### src/rtl/nkro_key_report_builder_macros.svh
// Assertion macros used by the keyboard report builder controller.
// Each macro expects a clk and rst in scope at the point of use.
`ifndef NKRO_KEY_REPORT_BUILDER_MACROS_SVH
`define NKRO_KEY_REPORT_BUILDER_MACROS_SVH

// Same-cycle implication, checked outside reset
`define NKRO_ASSERT(lbl, ante, cons, msg) \
  lbl: assert property (@(posedge clk) disable iff (rst) (ante) |-> (cons)) else $error(msg);

// Next-cycle implication, checked outside reset
`define NKRO_ASSERT_NEXT(lbl, ante, cons, msg) \
  lbl: assert property (@(posedge clk) disable iff (rst) (ante) |=> (cons)) else $error(msg);

`endif

### src/rtl/nkro_pkg.sv
// Shared constants, command codes and control/status structs for the
// keyboard report builder. No dependencies.
package nkro_pkg;

  localparam int KEY_COUNT    = 160;
  localparam int BITMAP_BYTES = 20;
  localparam int BMP_IDX_W    = (BITMAP_BYTES > 1) ? $clog2(BITMAP_BYTES) : 1;
  localparam int REPORT_LEN   = 3 + BITMAP_BYTES;
  localparam int IDX_W        = 5;
  localparam int S_TDATA_W    = 40;
  localparam int M_TDATA_W    = 16;

  // Command codes carried in s_tuser
  localparam logic [2:0] CMD_KEY       = 3'd0;
  localparam logic [2:0] CMD_MODS      = 3'd1;
  localparam logic [2:0] CMD_CONSUMER  = 3'd2;
  localparam logic [2:0] CMD_CLEAR     = 3'd3;
  localparam logic [2:0] CMD_SERIALIZE = 3'd4;

  // Report ids
  localparam logic [7:0] KIND_KEYBOARD = 8'h01;
  localparam logic [7:0] KIND_CONSUMER = 8'h02;

  // Controller to datapath
  typedef struct packed {
    logic take;   // input word accepted this cycle
    logic start;  // restart byte counter
    logic emit;   // load next report byte into output register
  } ctrl_cmd_t;

  // Datapath to controller
  typedef struct packed {
    logic ser_go;    // current input is serialize with a known report kind
    logic ser_last;  // byte counter points at final report byte
  } dp_stat_t;

endpackage

### src/rtl/nkro_datapath.sv
// Datapath: key bitmap, modifier and consumer registers, report id,
// byte counter and output register. Depends on nkro_pkg.
module nkro_datapath
  import nkro_pkg::*;
(
  input  logic             clk,
  input  logic             rst,
  input  ctrl_cmd_t        cmd_i,
  output dp_stat_t         stat,
  input  logic [2:0]       cmd,
  input  logic [7:0]       key_code,
  input  logic             pressed,
  input  logic [7:0]       mod_bits,
  input  logic [15:0]      consumer_code,
  input  logic             cfg_wr,
  input  logic [7:0]       cfg_data,
  output logic [7:0]       out_byte,
  output logic [IDX_W-1:0] byte_index,
  output logic             last
);

  logic [7:0]       key_bitmap [BITMAP_BYTES];
  logic [7:0]       modifier_byte;
  logic [15:0]      consumer_value;
  logic [7:0]       report_kind;
  logic [IDX_W-1:0] idx;

  logic             key_ok;
  logic [IDX_W-1:0] bmp_off;
  logic [7:0]       bmp_rd;
  logic [7:0]       byte_sel;

  // Key event lands in the bitmap only for codes inside the bitmap
  assign key_ok = ({1'b0, key_code} < 9'(KEY_COUNT)) &&
                  ({1'b0, key_code[7:3]} < 6'(BITMAP_BYTES));

  // Bitmap, modifier and consumer state
  always_ff @(posedge clk) begin
    if (rst || (cmd_i.take && cmd == CMD_CLEAR)) begin
      for (int i = 0; i < BITMAP_BYTES; i++) begin
        key_bitmap[i] <= 8'h00;
      end
      modifier_byte  <= 8'h00;
      consumer_value <= 16'h0000;
    end else if (cmd_i.take) begin
      if (cmd == CMD_KEY && key_ok) begin
        key_bitmap[key_code[3 +: BMP_IDX_W]][key_code[2:0]] <= pressed;
      end
      if (cmd == CMD_MODS) begin
        modifier_byte <= mod_bits;
      end
      if (cmd == CMD_CONSUMER) begin
        consumer_value <= consumer_code;
      end
    end
  end

  // Report id register
  always_ff @(posedge clk) begin
    if (rst) begin
      report_kind <= KIND_KEYBOARD;
    end else if (cfg_wr) begin
      report_kind <= cfg_data;
    end
  end

  // Byte counter
  always_ff @(posedge clk) begin
    if (rst || cmd_i.start) begin
      idx <= '0;
    end else if (cmd_i.emit) begin
      idx <= idx + IDX_W'(1);
    end
  end

  // Select the report byte at the counter
  assign bmp_off = idx - IDX_W'(3);

  always_comb begin
    bmp_rd = 8'h00;
    if (idx >= IDX_W'(3) && {1'b0, bmp_off} < (IDX_W + 1)'(BITMAP_BYTES)) begin
      bmp_rd = key_bitmap[bmp_off[BMP_IDX_W-1:0]];
    end
  end

  always_comb begin
    priority if (idx == IDX_W'(0)) begin
      byte_sel = report_kind;
    end else if (idx == IDX_W'(1)) begin
      byte_sel = (report_kind == KIND_KEYBOARD) ? modifier_byte : consumer_value[7:0];
    end else if (idx == IDX_W'(2)) begin
      byte_sel = (report_kind == KIND_KEYBOARD) ? 8'h00 : consumer_value[15:8];
    end else begin
      byte_sel = bmp_rd;
    end
  end

  // Status to controller
  assign stat.ser_go   = (cmd == CMD_SERIALIZE) &&
                         (report_kind == KIND_KEYBOARD || report_kind == KIND_CONSUMER);
  assign stat.ser_last = (report_kind == KIND_KEYBOARD && idx == IDX_W'(REPORT_LEN - 1)) ||
                         (report_kind == KIND_CONSUMER && idx == IDX_W'(2));

  // Output register
  always_ff @(posedge clk) begin
    if (cmd_i.emit) begin
      out_byte   <= byte_sel;
      byte_index <= idx;
      last       <= stat.ser_last;
    end
  end

endmodule

### src/rtl/nkro_ctrl.sv
// Controller: accepts command words and steps the serializer one report
// byte per cycle unless stalled. Depends on nkro_pkg and assertion macros.
`include "nkro_key_report_builder_macros.svh"

module nkro_ctrl
  import nkro_pkg::*;
(
  input  logic      clk,
  input  logic      rst,
  input  logic      s_tvalid,
  output logic      s_tready,
  output logic      m_tvalid,
  input  logic      m_tready,
  input  dp_stat_t  stat,
  output ctrl_cmd_t cmd_o
);

  typedef enum logic {IDLE, SER} state_t;

  state_t state;
  state_t state_next;
  logic   m_tvalid_next;

  // Take words only between reports; emit when the output slot frees up
  assign s_tready    = (state == IDLE);
  assign cmd_o.take  = s_tvalid && s_tready;
  assign cmd_o.start = cmd_o.take && stat.ser_go;
  assign cmd_o.emit  = (state == SER) && (!m_tvalid || m_tready);

  always_comb begin
    state_next = state;
    unique case (state)
      IDLE: if (cmd_o.start) begin
        state_next = SER;
      end
      SER: if (cmd_o.emit && stat.ser_last) begin
        state_next = IDLE;
      end
      default: state_next = IDLE;
    endcase
  end

  always_comb begin
    m_tvalid_next = m_tvalid;
    if (cmd_o.emit) begin
      m_tvalid_next = 1'b1;
    end else if (m_tready) begin
      m_tvalid_next = 1'b0;
    end
  end

  // Hold state and output valid
  always_ff @(posedge clk) begin
    if (rst) begin
      state    <= IDLE;
      m_tvalid <= 1'b0;
    end else begin
      state    <= state_next;
      m_tvalid <= m_tvalid_next;
    end
  end

  `NKRO_ASSERT(a_take_idle, cmd_o.take, state == IDLE, "word taken during a report")
  `NKRO_ASSERT_NEXT(a_start_ser, cmd_o.start, state == SER && m_tvalid == $past(m_tvalid && !m_tready), "report did not start")
  `NKRO_ASSERT_NEXT(a_last_idle, cmd_o.emit && stat.ser_last, state == IDLE && m_tvalid, "final byte did not end the report")
  `NKRO_ASSERT_NEXT(a_emit_valid, cmd_o.emit, m_tvalid, "emitted byte not presented")

endmodule

### src/rtl/nkro_key_report_builder.sv
// Top level of the NKRO keyboard report builder: joins controller and
// datapath. Depends on nkro_pkg, nkro_ctrl and nkro_datapath.
//
//  channel   dir  handshake            payload
//  s_*       in   s_tvalid/s_tready    s_tdata: key/mods/consumer, s_tuser: cmd
//  m_*       out  m_tvalid/m_tready    m_tdata: byte and index, m_tlast: final byte
//  cfg_*     in   cfg_valid/cfg_ready  cfg_data: report id
//
// Non-serialize commands act when taken; a word is taken each cycle while idle.
// Serialize starts a report that leaves the output register one byte per cycle
// unless stalled: 23 bytes for the keyboard report, 3 for the consumer one.
// Input is held off until the final byte is loaded into the output register.
// Reset clears bitmap, modifiers and consumer code and sets the report id to 1.
// A stalled output holds its byte; the byte counter waits with it.
module nkro_key_report_builder
  import nkro_pkg::*;
(
  input  logic                 clk,
  input  logic                 rst,
  input  logic                 s_tvalid,
  output logic                 s_tready,
  // [7:0] key_code, [8] pressed, [16:9] mod_bits, [32:17] consumer_code, rest zero
  input  logic [S_TDATA_W-1:0] s_tdata,
  // [2:0] cmd
  input  logic [2:0]           s_tuser,
  output logic                 m_tvalid,
  input  logic                 m_tready,
  // [7:0] out_byte, [12:8] byte_index, rest zero
  output logic [M_TDATA_W-1:0] m_tdata,
  output logic                 m_tlast,
  input  logic                 cfg_valid,
  output logic                 cfg_ready,
  input  logic [7:0]           cfg_data
);

  ctrl_cmd_t        ctl;
  dp_stat_t         stat;
  logic [7:0]       out_byte;
  logic [IDX_W-1:0] byte_index;

  assign cfg_ready = 1'b1;
  assign m_tdata   = {(M_TDATA_W - 8 - IDX_W)'(0), byte_index, out_byte};

  nkro_ctrl u_ctrl (
    .clk      (clk),
    .rst      (rst),
    .s_tvalid (s_tvalid),
    .s_tready (s_tready),
    .m_tvalid (m_tvalid),
    .m_tready (m_tready),
    .stat     (stat),
    .cmd_o    (ctl)
  );

  nkro_datapath u_dp (
    .clk           (clk),
    .rst           (rst),
    .cmd_i         (ctl),
    .stat          (stat),
    .cmd           (s_tuser),
    .key_code      (s_tdata[7:0]),
    .pressed       (s_tdata[8]),
    .mod_bits      (s_tdata[16:9]),
    .consumer_code (s_tdata[32:17]),
    .cfg_wr        (cfg_valid && cfg_ready),
    .cfg_data      (cfg_data),
    .out_byte      (out_byte),
    .byte_index    (byte_index),
    .last          (m_tlast)
  );

endmodule
### config.mk
export PLATFORM = sky130hd
export DESIGN_NAME = nkro_key_report_builder
export DESIGN_NICKNAME = d
export VERILOG_FILES = /design/src/rtl/nkro_pkg.sv /design/src/rtl/nkro_datapath.sv /design/src/rtl/nkro_ctrl.sv /design/src/rtl/nkro_key_report_builder.sv
export VERILOG_INCLUDE_DIRS = /design/src /design/src/rtl
export SDC_FILE = /design/constraint.sdc
export NUM_CORES = 1
export LEC_CHECK = 0
export BUFFER_PORTS_ARGS = -buffer_cell sky130_fd_sc_hd__buf_2
export CAP_MARGIN = 20
export CORE_MARGIN = 4
export CORE_UTILIZATION = 53
export DETAILED_ROUTE_END_ITERATION = 8
export PLACE_DENSITY = 0.82
export SLEW_MARGIN = 5
export SYNTH_ARGS = -nofsm -noshare
export SYNTH_HDL_FRONTEND = slang
export SYNTH_SLANG_ARGS = --single-unit
### constraint.sdc
create_clock -name clk -period 3 [get_ports clk]
set_input_delay 0.3 -clock clk [delete_from_list [all_inputs] [get_ports clk]]
set_output_delay 0.3 -clock clk [all_outputs]
set_load 0.1 [all_outputs]
# Word level (Yosys, flattened, before mapping)
# Memory sizes are Yosys's and may differ from the RTL's.
# Index checks and enable logic that the tools add are counted.
[word_totals] ff_bits=53 ramBits=160 output_inout_bits=20 elab_cells=74 n_memories=1
[memory_table] memory="u_dp.key_bitmap" depth=20 width=8 read_ports=1 rd_ports_with_merged_regs=0 wr=20 line="nkro_datapath.sv:22" rtl="logic [7:0] key_bitmap [BITMAP_BYTES];"
[op_classes] add_sub_neg=2 n_lt_le_gt_ge=6 n_eq_ne=9 n_mux=22 n_bitwise=1 reduce_logical=24
[op_table] cell="2-to-1 mux 8 bit" count=9
[op_table] cell="logical AND 1 bit" count=12
[op_table] cell="< comparator 5 bit (second input constant)" count=2
[op_table] cell="2-to-1 mux 1 bit" count=10
[op_table] cell="== test 8 x 1 -> 1 bit (second input constant)" count=1
[op_table] cell="== test 8 x 2 -> 1 bit (second input constant)" count=1
[op_table] cell="< comparator 8 bit (second input constant)" count=1
[op_table] cell="OR reduction 8 bit" count=1
[op_table] cell="== test 3 x 2 -> 1 bit (second input constant)" count=2
[op_table] cell="adder 5 x 1 -> 5 bit (second input constant)" count=1
[op_table] cell="== test 5 x 1 -> 1 bit (second input constant)" count=1
[op_table] cell="== test 5 x 2 -> 1 bit (second input constant)" count=1
[op_table] cell="== test 5 bit (second input constant)" count=1
[op_table] cell=">= comparator 5 x 2 -> 1 bit (second input constant)" count=1
[op_table] cell="zero test 5 bit" count=1
[op_table] cell="logical OR 1 bit" count=5
[op_table] cell="2-to-1 mux 5 bit" count=1
[op_table] cell="subtractor 5 x 2 -> 5 bit (second input constant)" count=1
[op_table] cell="< comparator 3 x 4 -> 1 bit (second input constant)" count=1
[op_table] cell="AND reduction 2 bit" count=2
[op_table] cell="demux 1 bit (select 3 bit)" count=1
[op_table] cell="== test 3 x 1 -> 1 bit (second input constant)" count=1
[op_table] cell="== test 3 bit (second input constant)" count=1
[op_table] cell=">= comparator 3 x 1 -> 1 bit (second input constant)" count=1
[op_table] cell="5 further kinds" count=5

# Longest topological paths before layout
# Gate-level depths: netlist of run 1.
[logic_depth] depth_word=9 ltp_mapped=11

# By module
# From an unflattened synthesis of run 1, not the netlist that was laid out.
[hier_totals] hier_cells=1069 hier_area_um2=10906.7
[modules_own_cells] module="nkro_datapath" n_inst=1 cells_each=1052 area_per_inst_um2=10766.6
[modules_own_cells] module="nkro_ctrl" n_inst=1 cells_each=11 area_per_inst_um2=102.6
[modules_own_cells] module="nkro_key_report_builder" n_inst=1 cells_each=6 area_per_inst_um2=37.5

# Least setup slack after synthesis of run 1
# No wires, ideal clock.
[synth_path] path_kind="register to register" startpoint="register u_dp.idx[0]" endpoint="register u_dp.out_byte[0], data pin" setup_ns=0.268 arrival_ns=2.622 setup_slack_ns=0.110 path_stages_with_launch=12 n_path_buf=4 period_less_slack_ns=2.890 cell_sequence="dfxtp_1 buf_4 buf_4 inv_2 ha_1 clkbuf_1 clkbuf_1 mux4_2 nand2_1 nand2_1 a221oi_1 a31oi_1"
[synth_via] elab_chain_len=7 word_cells_on_any_way=12 classes_between="1 x add/sub; 2 x order compare; 2 x eq/ne; 4 x mux; 2 x reduce/logical; 1 x memory"
[synth_lines] item="start, declared" line="nkro_datapath.sv:26" rtl="logic [IDX_W-1:0] idx;"
[synth_lines] item="start signal, assigned" line="nkro_datapath.sv:72" rtl="idx <= idx + IDX_W'(1);"
[synth_lines] item="subtractor 5 x 2 -> 5 bit *" line="nkro_datapath.sv:77" rtl="assign bmp_off = idx - IDX_W'(3);"
[synth_lines] item="named net u_dp.bmp_off[0]" line="nkro_datapath.sv:29" rtl="logic [IDX_W-1:0] bmp_off;"
[synth_lines] item="< comparator 5 bit" line="nkro_datapath.sv:81" rtl="if (idx >= IDX_W'(3) && {1'b0, bmp_off} < (IDX_W + 1)'(BITMAP_BYTES)) begin"
[synth_lines] item="logical AND 1 bit" line="nkro_datapath.sv:81"
[synth_lines] item="2-to-1 mux 8 bit *" line="nkro_datapath.sv:81"
[synth_lines] item="2-to-1 mux 8 bit *" line="nkro_datapath.sv:91" rtl="end else if (idx == IDX_W'(2)) begin"
[synth_lines] item="2-to-1 mux 8 bit *" line="nkro_datapath.sv:89" rtl="end else if (idx == IDX_W'(1)) begin"
[synth_lines] item="2-to-1 mux 8 bit *" line="nkro_datapath.sv:87" rtl="priority if (idx == IDX_W'(0)) begin"
[synth_lines] item="named net u_dp.byte_sel[0]" line="nkro_datapath.sv:31" rtl="logic [7:0] byte_sel;"
[synth_lines] item="end signal, assigned" line="nkro_datapath.sv:107" rtl="out_byte <= byte_sel;"
[synth_lines] item="end, declared" line="nkro_datapath.sv:17" rtl="output logic [7:0] out_byte,"
# Mark *: on every way through the listed nets, which the timed path passes. The rest lies on a longest branch.
# A chain may end at the register's enable or synchronous reset.

==> results of run 1 <==
-- cells in the mapped netlist (all sizes together) (7+ instances only) --
master / number
o22ai: 8
mux2i: 31
mux4: 24
mux2: 8
nand3: 30
a22oi: 9
a221oi: 8
a21oi: 9
a31oi: 7
dfxtp: 39
a211oi: 16
clkbuf: 95
nand2: 87
nand4: 12
nor2: 224
nor2b: 7
buf: 14
o21ai: 163
edfxtp: 174
-- how the worst max path moves through the flow --
stage                 startpoint                endpoint  slack, ns  cells after the start
finish              u_ctrl.state  u_dp.key_bitmap[11][0]       0.06                      6
global route        u_ctrl.state   u_dp.key_bitmap[8][4]      -0.11                      6
global placement      s_tuser[2]  u_dp.key_bitmap[15][1]       0.15                      7
detailed placement    s_tuser[2]  u_dp.key_bitmap[16][1]        0.1                      7
CTS                 u_ctrl.state  u_dp.key_bitmap[12][1]       0.15                      6
floorplan            u_dp.idx[0]        u_dp.out_byte[0]       0.11                     11
-- area by class of cell --
type | instances | area (µm²) | area share
tap | 265 | 332 | 0.0281
clock buffer | 27 | 601 | 0.0509
timing repair buffer | 94 | 589 | 0.0499
sequential | 213 | 6010 | 0.509
inverter | 5 | 18.8 | 0.00159
clock inverter | 15 | 120 | 0.0102
multi-input combinational | 707 | 4140 | 0.351
-- worst max-delay path: stages (launching register included) --
cell	delay, ns
dfxtp_1	0.33
nor3b_2	0.63
and3_1	0.28
nand2_1	0.06
nor2_1	0.41
nand2_1	0.54
o21ai_0	0.38
-- metrics by stage --
step / power (W) / utilization / instances / worst slack, ns
finish: 0.00649 / 0.605 / 1326 / 0.0594
global route: 0.00669 / 0.605 / 1326 / -0.111
CTS: 0.00651 / 0.605 / 1326 / 0.151
detailed placement: 0.00382 / 0.567 / 1283 / 0.0991
global placement: 0.00380 / 0.567 / 1282 / 0.153
floorplan: 0.00370 / - / 1034 / 0.110
-- state kept, by name (all words and copies together) (netlist names) --
name,cells
u_dp.idx,5
u_dp.key_bitmap,160
u_dp.consumer_value,16
u_dp.last,1
u_dp.byte_index,5
u_ctrl.state,1
u_dp.modifier_byte,8
u_ctrl.m_tvalid,1
u_dp.report_kind,8
u_dp.out_byte,8
-- power by group through the flow --
stage	Sequential (W)	Combinational [W]	Clock, W
floorplan	0.00340	0.000295	0
detailed placement	0.00340	0.000415	0
global placement	0.00340	0.000400	0
global route	0.00335	0.000465	0.00288
finish	0.00334	0.000424	0.00272
CTS	0.00334	0.000419	0.00275
-- cells in the final DEF (no fill, tap or decap), drive strengths merged, types with 9 or more instances in the layout --
| master | netlist | routed |
|---|---|---|
| buf | 14 | 93 |
| dfxtp | 39 | 39 |
| o21ai | 163 | 163 |
| edfxtp | 174 | 174 |
| clkbuf | 95 | 27 |
| a21oi | 9 | 9 |
| nor2 | 224 | 224 |
| clkinv | 0 | 10 |
| a211oi | 16 | 16 |
| mux4 | 24 | 24 |
| inv | 5 | 9 |
| nand3 | 30 | 30 |
| nand2 | 87 | 87 |
| nand4 | 12 | 12 |
| mux2i | 31 | 31 |
| a22oi | 9 | 9 |
-- metal layers --
metal / wire [µm] / up-vias
li1: - / 3707
met1: 10100 / 3855
met2: 11700 / 440
met3: 2510 / 57
met4: 762 / 0
met5: 0 / -
-- timing repair --
item | CTS | global route
gates resized for setup | 0 | 1
endpoints found under the setup margin | 0 | 40
hold buffers | 1 | 0
endpoints found under the hold margin | 1 | 0
-- logic make-up after synthesis --
family | count (synthesis)
xor+xnor | 8
other cells | 2
fa+ha+maj | 4
compound gates | 238
buf+inv | 114
simple gates | 390
flops | 213
mux | 63
==> results.json, run 1 <==
{
  "outcome": "completed",
  "ios": 76,
  "drc": 0,
  "use_met1": 0.312,
  "gr-usage-met2": 0.365,
  "muxShareOfSynthArea": 0.0889,
  "fp.dieW_um": 149,
  "power_frac_comb": 0.065,
  "report.final.slew_viol_count": 0,
  "synth_cell_types": 56,
  "cts_sinks": 213,
  "pwr-share-seq": 0.515,
  "fin_crit_sh": 0.980,
  "clk_path_buf_depth": 3,
  "ys_seq_area_frac": 0.567,
  "cap_violations": 0,
  "ys_ff_latch": 213,
  "yosys_warnings": 0,
  "hold_slack_ns": 0.0228,
  "synth_xor_area_frac": 0.00662,
  "swShare": 0.231,
  "placed_cell_area_um2": 11100,
  "min_to": "u_dp.report_kind[3]",
  "hold_start": "cfg_data[3]",
  "reg2reg_slack_ns": 0.06,
  "synth_ff_type": "edfxtp_1",
  "fp-row-count": 51,
  "pwr-share-clk": 0.419,
  "htree_levels": 1,
  "grt_overflow": 0,
  "r2r_end": "u_dp.key_bitmap[11][0]",
  "setup_tns_ns": 0,
  "syn_inst": 1032,
  "vias": 8059,
  "wl_per_cell_um": 18.9,
  "fillCellCount": 1577,
  "power_density_nw_per_um2": 549,
  "cp-end-kind": "register",
  "leakage_nw": 4.11,
  "rsz0062_at_grt": "yes",
  "initial_core_util": 0.542,
  "area_growth_pct": 11.5,
  "grt_max_degree": 159,
  "post-cts-setup-buffers": 0,
  "hold_depth": 3,
  "cts_tree": "done",
  "final.min_clock_period_ns": 2.94,
  "synthesis.area_um2": 10600,
  "yosysTopAreaCellShare": 0.494,
  "top_usage_layer": "met2",
  "fin_nets": 1104,
  "setup_viol": 0,
  "first_global_vias": 7599,
  "grt_use_met3": 0.0334,
  "die_height_um": 149,
  "cp_data_arrival_time_ns": 3.14,
  "cp_max_fo": 20,
  "clk_latency_ns": 0.52,
  "synth-edff-count": 174,
  "synth_compound_area_frac": 0.129,
  "cts_made_buffers": 23,
  "drtPass1Iterations": 5,
  "async_reset_ff_frac": 0,
  "grt_pass1_wl_um": 39500,
  "p_int_w": 0.00499,
  "antenna_left": 0,
  "hp-class": "in -> reg",
  "reg2regPathDepth": 6,
  "viasPerCell": 6.08,
  "yosys-top-cells-area": "edfxtp_1, nor2_1, dfxtp_1, o21ai_0, mux4_2",
  "yosys.area.top_type": "edfxtp_1",
  "root_buffer": "clkbuf_16",
  "synth-simple-area-share": 0.159,
  "synth_top_family_by_area": "simple AND/OR/NAND/NOR gates",
  "track_usage": 0.223,
  "peakVddDrop_v": 0.000460,
  "required_ns": 3.20,
  "finalWeightedCongestion": 0.857,
  "synth_fa_ha_area_frac": 0.00473,
  "clkTransAtPathRegs_ns": 0.06,
  "finClkSkew_ns": 0.0135,
  "worstReg2RegStart": "u_ctrl.state",
  "worst_slew_pin_slew_ns": 0.839,
  "final-hold-violation-count": 0,
  "fin_area_um2": 11800,
  "cp-start-kind": "register",
  "synth_area_per_cell_um2": 10.3,
  "slew_headroom": 0.441,
  "drt-total-wl_um": 25100,
  "die-area_um2": 22300,
  "net-switching-power_w": 0.00150,
  "dp_hpwl_um": 15900,
  "fp.coreArea_um2": 19500,
  "worstSetupPathType": "reg -> reg",
  "grt_antenna_before_repair": 0,
  "max_freq_mhz": 340,
  "first_iter_violations": 914,
  "io_buffers": 64,
  "num_antenna_cells": 0,
  "drive_above_1_share": 0.164
}
Power figures use the tool's default switching activity.
==> run 2, diff against run 1 <==
--- a/config.mk
+++ b/config.mk
@@ -8,10 +8,12 @@
 export LEC_CHECK = 0
 export BUFFER_PORTS_ARGS = -buffer_cell sky130_fd_sc_hd__buf_2
 export CAP_MARGIN = 20
+export CORE_ASPECT_RATIO = 1.75
 export CORE_MARGIN = 4
 export CORE_UTILIZATION = 53
 export DETAILED_ROUTE_END_ITERATION = 8
 export PLACE_DENSITY = 0.82
+export REMOVE_ABC_BUFFERS = 1
 export SLEW_MARGIN = 5
 export SYNTH_ARGS = -nofsm -noshare
 export SYNTH_HDL_FRONTEND = slang
==> run 2 against run 1 <==
Effect of this change: total power is 4.8% lower; sequential power hardly changed; register-to-register slack worse by 0.05 ns; worst hold slack worse by 0.0018 ns; wire length is 9.0% higher; design area is 1.4% lower; cell count is 2.2% lower; sequential cell count stayed put; fmax is 1.6% lower; sequential share of layout area is 0.71 points higher; clock-buffer cell count is 7 lower; highest routed layer is now met5; critical path type unchanged; critical path depth stayed put.
==> results.json, run 2 (same netlist as run 1, synthesis figures left out) <==
{
  "peakVddDrop_v": 0.000614,
  "grt_overflow": 0,
  "die_height_um": 195,
  "ios": 76,
  "drc": 0,
  "fp-row-count": 68,
  "finClkSkew_ns": 0.0120,
  "fin_nets": 1100,
  "num_antenna_cells": 0,
  "setup_viol": 0,
  "antenna_left": 0,
  "report.final.slew_viol_count": 0,
  "root_buffer": "clkbuf_16",
  "largest_register": "u_dp.key_bitmap",
  "power_density_nw_per_um2": 530,
  "cp_max_fo": 20,
  "leakage_nw": 4.04,
  "clk_latency_ns": 0.50,
  "reg_top3": "u_dp.key_bitmap (160), u_dp.consumer_value (16)",
  "final_common_cell": "nor2_1",
  "clk_path_buf_depth": 3,
  "drtPass1Iterations": 6,
  "track_usage": 0.244,
  "die-area_um2": 22400,
  "cp-start-kind": "register",
  "dp_hpwl_um": 18300,
  "cts_made_buffers": 19,
  "first_global_vias": 8219,
  "cap_violations": 0,
  "setup_slack_ns": 0.0106,
  "dp_slack_ns": -0.0253,
  "clkTransAtPathRegs_ns": 0.07,
  "required_ns": 3.17,
  "wl_per_cell_um": 21.1,
  "hp-class": "in -> reg",
  "largest_reg_flops": 160,
  "cts_hold_buf": 0,
  "slew_headroom": 0.325,
  "first_iter_violations": 831,
  "drt-total-wl_um": 27300,
  "cp-end-kind": "register",
  "fp.coreArea_um2": 19700,
  "final.min_clock_period_ns": 2.99,
  "grt_antenna_before_repair": 1,
  "fin_util": 0.593,
  "outcome": "completed",
  "area_growth_pct": 10.0,
  "fillCellCount": 1509,
  "layout_common_cells": "nor2_1, edfxtp_1, o21ai_0",
  "rsz0062_at_grt": "yes",
  "htree_levels": 1,
  "finalWeightedCongestion": 0.945,
  "io_buffers": 64,
  "final-hold-violation-count": 0,
  "fin_crit_sh": 0.996,
  "worst_slew_pin_slew_ns": 1.00,
  "max_freq_mhz": 335,
  "grt_max_degree": 145,
  "initial_core_util": 0.539,
  "grt_pass1_wl_um": 42700,
  "worstSetupPathType": "reg -> reg",
  "cts_tree": "done",
  "cts_sinks": 213,
  "vias": 8119,
  "post-cts-setup-buffers": 0,
  "drive_above_1_share": 0.158,
  "cp_data_arrival_time_ns": 3.16,
  "viasPerCell": 6.26,
  "fp.dieW_um": 115
}
## run 2: changes by cell type in the layout (fill, tap and decap cells not counted), sizes merged
cell / delta
clkbuf: -7
inv: -3
buf: +1
bufinv: +1
clkinv: -1
clkinvlp: +1
dlygate4sd3: -1
## run 2: metrics by stage
stage	std cells	cell area, µm²	power [W]	TNS (ns)	hold slack (ns)
detailed placement	1264	11100	0.00382	-0.0332	0.487
global route	1297	11600	0.00634	-4.30	0.0223
floorplan	925	10100	0.00369	-471.78	0.369
finish	1297	11600	0.00618	0	0.0209
global placement	1264	11100	0.00380	0	0.476
CTS	1297	11600	0.00619	0	0.0133
## run 2: area by class of cell
cell class | instances | area [µm²] | share of cell area
Clock inverter | 13 | 114 | 0.00978
Clock buffer | 20 | 479 | 0.0412
Timing Repair Buffer | 94 | 583 | 0.0501
Multi-Input combinational cell | 707 | 4140 | 0.355
Tap cell | 245 | 307 | 0.0263
Sequential cell | 213 | 6010 | 0.516
Inverter | 5 | 18.8 | 0.00161
## run 2: what timing repair did
| item | CTS | global route |
|---|---|---|
| gates resized for setup | 0 | 0 |
| hold endpoints to repair | 0 | 0 |
| setup endpoints to repair | 0 | 60 |
## run 2: power breakdown
group          internal [W]  switching, W  leakage (nW)  total (W)
Clock               0.00133       0.00107         0.294    0.00241
Combinational      0.000149      0.000278          1.63   0.000427
Sequential          0.00330     0.0000429          2.12    0.00334
Total               0.00478       0.00139          4.04    0.00618
## run 2: final timing paths
path	start	to	slack, ns	cells after the start
worst max-delay path	u_ctrl.state	u_dp.key_bitmap[15][4]	0.01	6
worst min-delay path	cfg_data[0]	u_dp.report_kind[0]	0.02	2
worst max register to register	u_ctrl.state	u_dp.key_bitmap[15][4]	0.01	6
worst min register to register	u_dp.consumer_value[0]	u_dp.consumer_value[0]	0.50	2
## run 2: routing by layer
metal / GRT usage / up-vias / part of all wire
met1: 0.262 / 3898 / 0.33
met3: 0.0364 / 109 / 0.069
met2: 0.437 / 418 / 0.53
met5: 0 / - / 0.00048
li1: - / 3692 / -
met4: 0.154 / 2 / 0.066
## run 2: critical path, stage by stage (launching register included)
cell     delay, ns
dfxtp_1       0.32
nor3b_2       0.58
and3_1        0.31
nand2_1       0.07
nor2_1        0.42
nand2_1       0.56
o21ai_0       0.40
==> run 3, diff against run 2 <==
--- a/config.mk
+++ b/config.mk
@@ -13,6 +13,7 @@
 export CORE_UTILIZATION = 53
 export DETAILED_ROUTE_END_ITERATION = 8
 export PLACE_DENSITY = 0.82
+export RECOVER_POWER = 50
 export REMOVE_ABC_BUFFERS = 1
 export SLEW_MARGIN = 5
 export SYNTH_ARGS = -nofsm -noshare
==> run 3 against run 2 <==
Effect of this change: core utilization shrank 0.23 points; fmax is essentially flat; sequential power hardly changed; worst hold slack got worse by 0.0026 ns; register-to-register slack is essentially flat; die area unchanged.
==> results.json, run 3 (same netlist as run 1, synthesis figures left out) <==
{
  "outcome": "completed",
  "setup_slack_ns": 0.00836,
  "cp-end-kind": "register",
  "multi_input_area_um2": 4120,
  "final_common_cell": "nor2_1",
  "die_height_um": 195,
  "cp_max_fo": 20,
  "fp-row-count": 68,
  "cp-start-kind": "register",
  "root_buffer": "clkbuf_16",
  "viasPerCell": 6.27,
  "fin_util": 0.590,
  "worst_slew_pin_slew_ns": 1.17,
  "fin_nets": 1100,
  "drive_above_1_share": 0.139,
  "hold_slack_ns": 0.0183,
  "grt_pass1_wl_um": 42700,
  "hp-class": "in -> reg",
  "fillCellCount": 1525,
  "htree_levels": 1,
  "reg2reg_slack_ns": 0.008,
  "peakVddDrop_v": 0.000612,
  "ctsResizeCount": 0,
  "grt_antenna_before_repair": 1,
  "die-area_um2": 22400,
  "layout_common_cells": "nor2_1, edfxtp_1, o21ai_0",
  "io_buffers": 64,
  "setup_viol": 0,
  "drtPass1Iterations": 5,
  "initial_core_util": 0.539,
  "antenna_left": 0,
  "dp_hpwl_um": 18300,
  "num_antenna_cells": 0,
  "rsz0062_at_grt": "yes",
  "report.final.slew_viol_count": 0,
  "max_freq_mhz": 334,
  "register_area_um2": 6010,
  "cts_hold_buf": 0,
  "drt-total-wl_um": 27400,
  "grt_max_degree": 145,
  "ios": 76,
  "clk_latency_ns": 0.49,
  "drc": 0,
  "first_iter_violations": 810,
  "vias": 8138,
  "final-hold-violation-count": 0,
  "power_density_nw_per_um2": 532,
  "slew_headroom": 0.221,
  "first_global_vias": 8219,
  "dp_slack_ns": -0.0253,
  "wl_per_cell_um": 21.1,
  "cts_sinks": 213,
  "cts_tree": "done",
  "fp.dieW_um": 115,
  "fp.coreArea_um2": 19700,
  "area_growth_pct": 9.59,
  "grt_overflow": 0,
  "track_usage": 0.244,
  "fin_crit_sh": 0.997,
  "final.min_clock_period_ns": 2.99,
  "largest_reg_flops": 160,
  "clkTransAtPathRegs_ns": 0.07,
  "cts_made_buffers": 19,
  "cp_data_arrival_time_ns": 3.16,
  "worstSetupPathType": "reg -> reg",
  "required_ns": 3.17,
  "largest_register": "u_dp.key_bitmap",
  "cap_violations": 0,
  "reg_top3": "u_dp.key_bitmap (160), u_dp.consumer_value (16)",
  "post-cts-setup-buffers": 0,
  "clk_path_buf_depth": 3,
  "setup_tns_ns": 0,
  "finalWeightedCongestion": 0.945,
  "leakage_nw": 3.99,
  "finClkSkew_ns": 0.0114
}
-- run 3: metal layers --
metal  track usage  vias to the layer above  wire length (µm)
met2         0.437                      454             14600
met4         0.154                        2              1880
met3        0.0364                      116              1970
li1              -                     3694                 -
met1         0.262                     3872              8950
met5             0                        -                13
-- run 3: final cells by class --
class / count / share of cell area
Clock buffer: 20 / 0.0413
Tap cell: 245 / 0.0264
Multi-Input combinational cell: 707 / 0.355
Clock inverter: 13 / 0.00982
Inverter: 5 / 0.00162
Sequential cell: 213 / 0.518
Timing Repair Buffer: 94 / 0.0479
-- run 3: final timing paths --
kind,start,to,depth (start not counted)
max,u_ctrl.state,u_dp.key_bitmap[15][4],6
min,cfg_data[0],u_dp.report_kind[0],2
min reg2reg,u_dp.consumer_value[0],u_dp.consumer_value[0],2
max reg2reg,u_ctrl.state,u_dp.key_bitmap[15][4],6
-- run 3: through the flow --
stage / total power [W] / cell area (µm²) / std cells
after global placement: 0.00380 / 11100 / 1264
after CTS: 0.00619 / 11600 / 1297
after floorplan: 0.00369 / 10100 / 925
final: 0.00617 / 11600 / 1297
after global routing: 0.00634 / 11600 / 1297
after detailed placement: 0.00382 / 11100 / 1264
-- run 3: worst max-delay path, cell delays in order (launching register included) --
cell and delay [ns]:
dfxtp_1 0.32, nor3b_2 0.56, and3_1 0.30, nand2_1 0.07, nor2_1 0.42, nand2_1 0.58
o21ai_0 0.41
-- run 3: report_power, final --
part / internal (W) / total (W) / switching, W
combinational: 0.000147 / 0.000423 / 0.000276
sequential: 0.00330 / 0.00334 / 0.0000421
clock: 0.00133 / 0.00240 / 0.00107
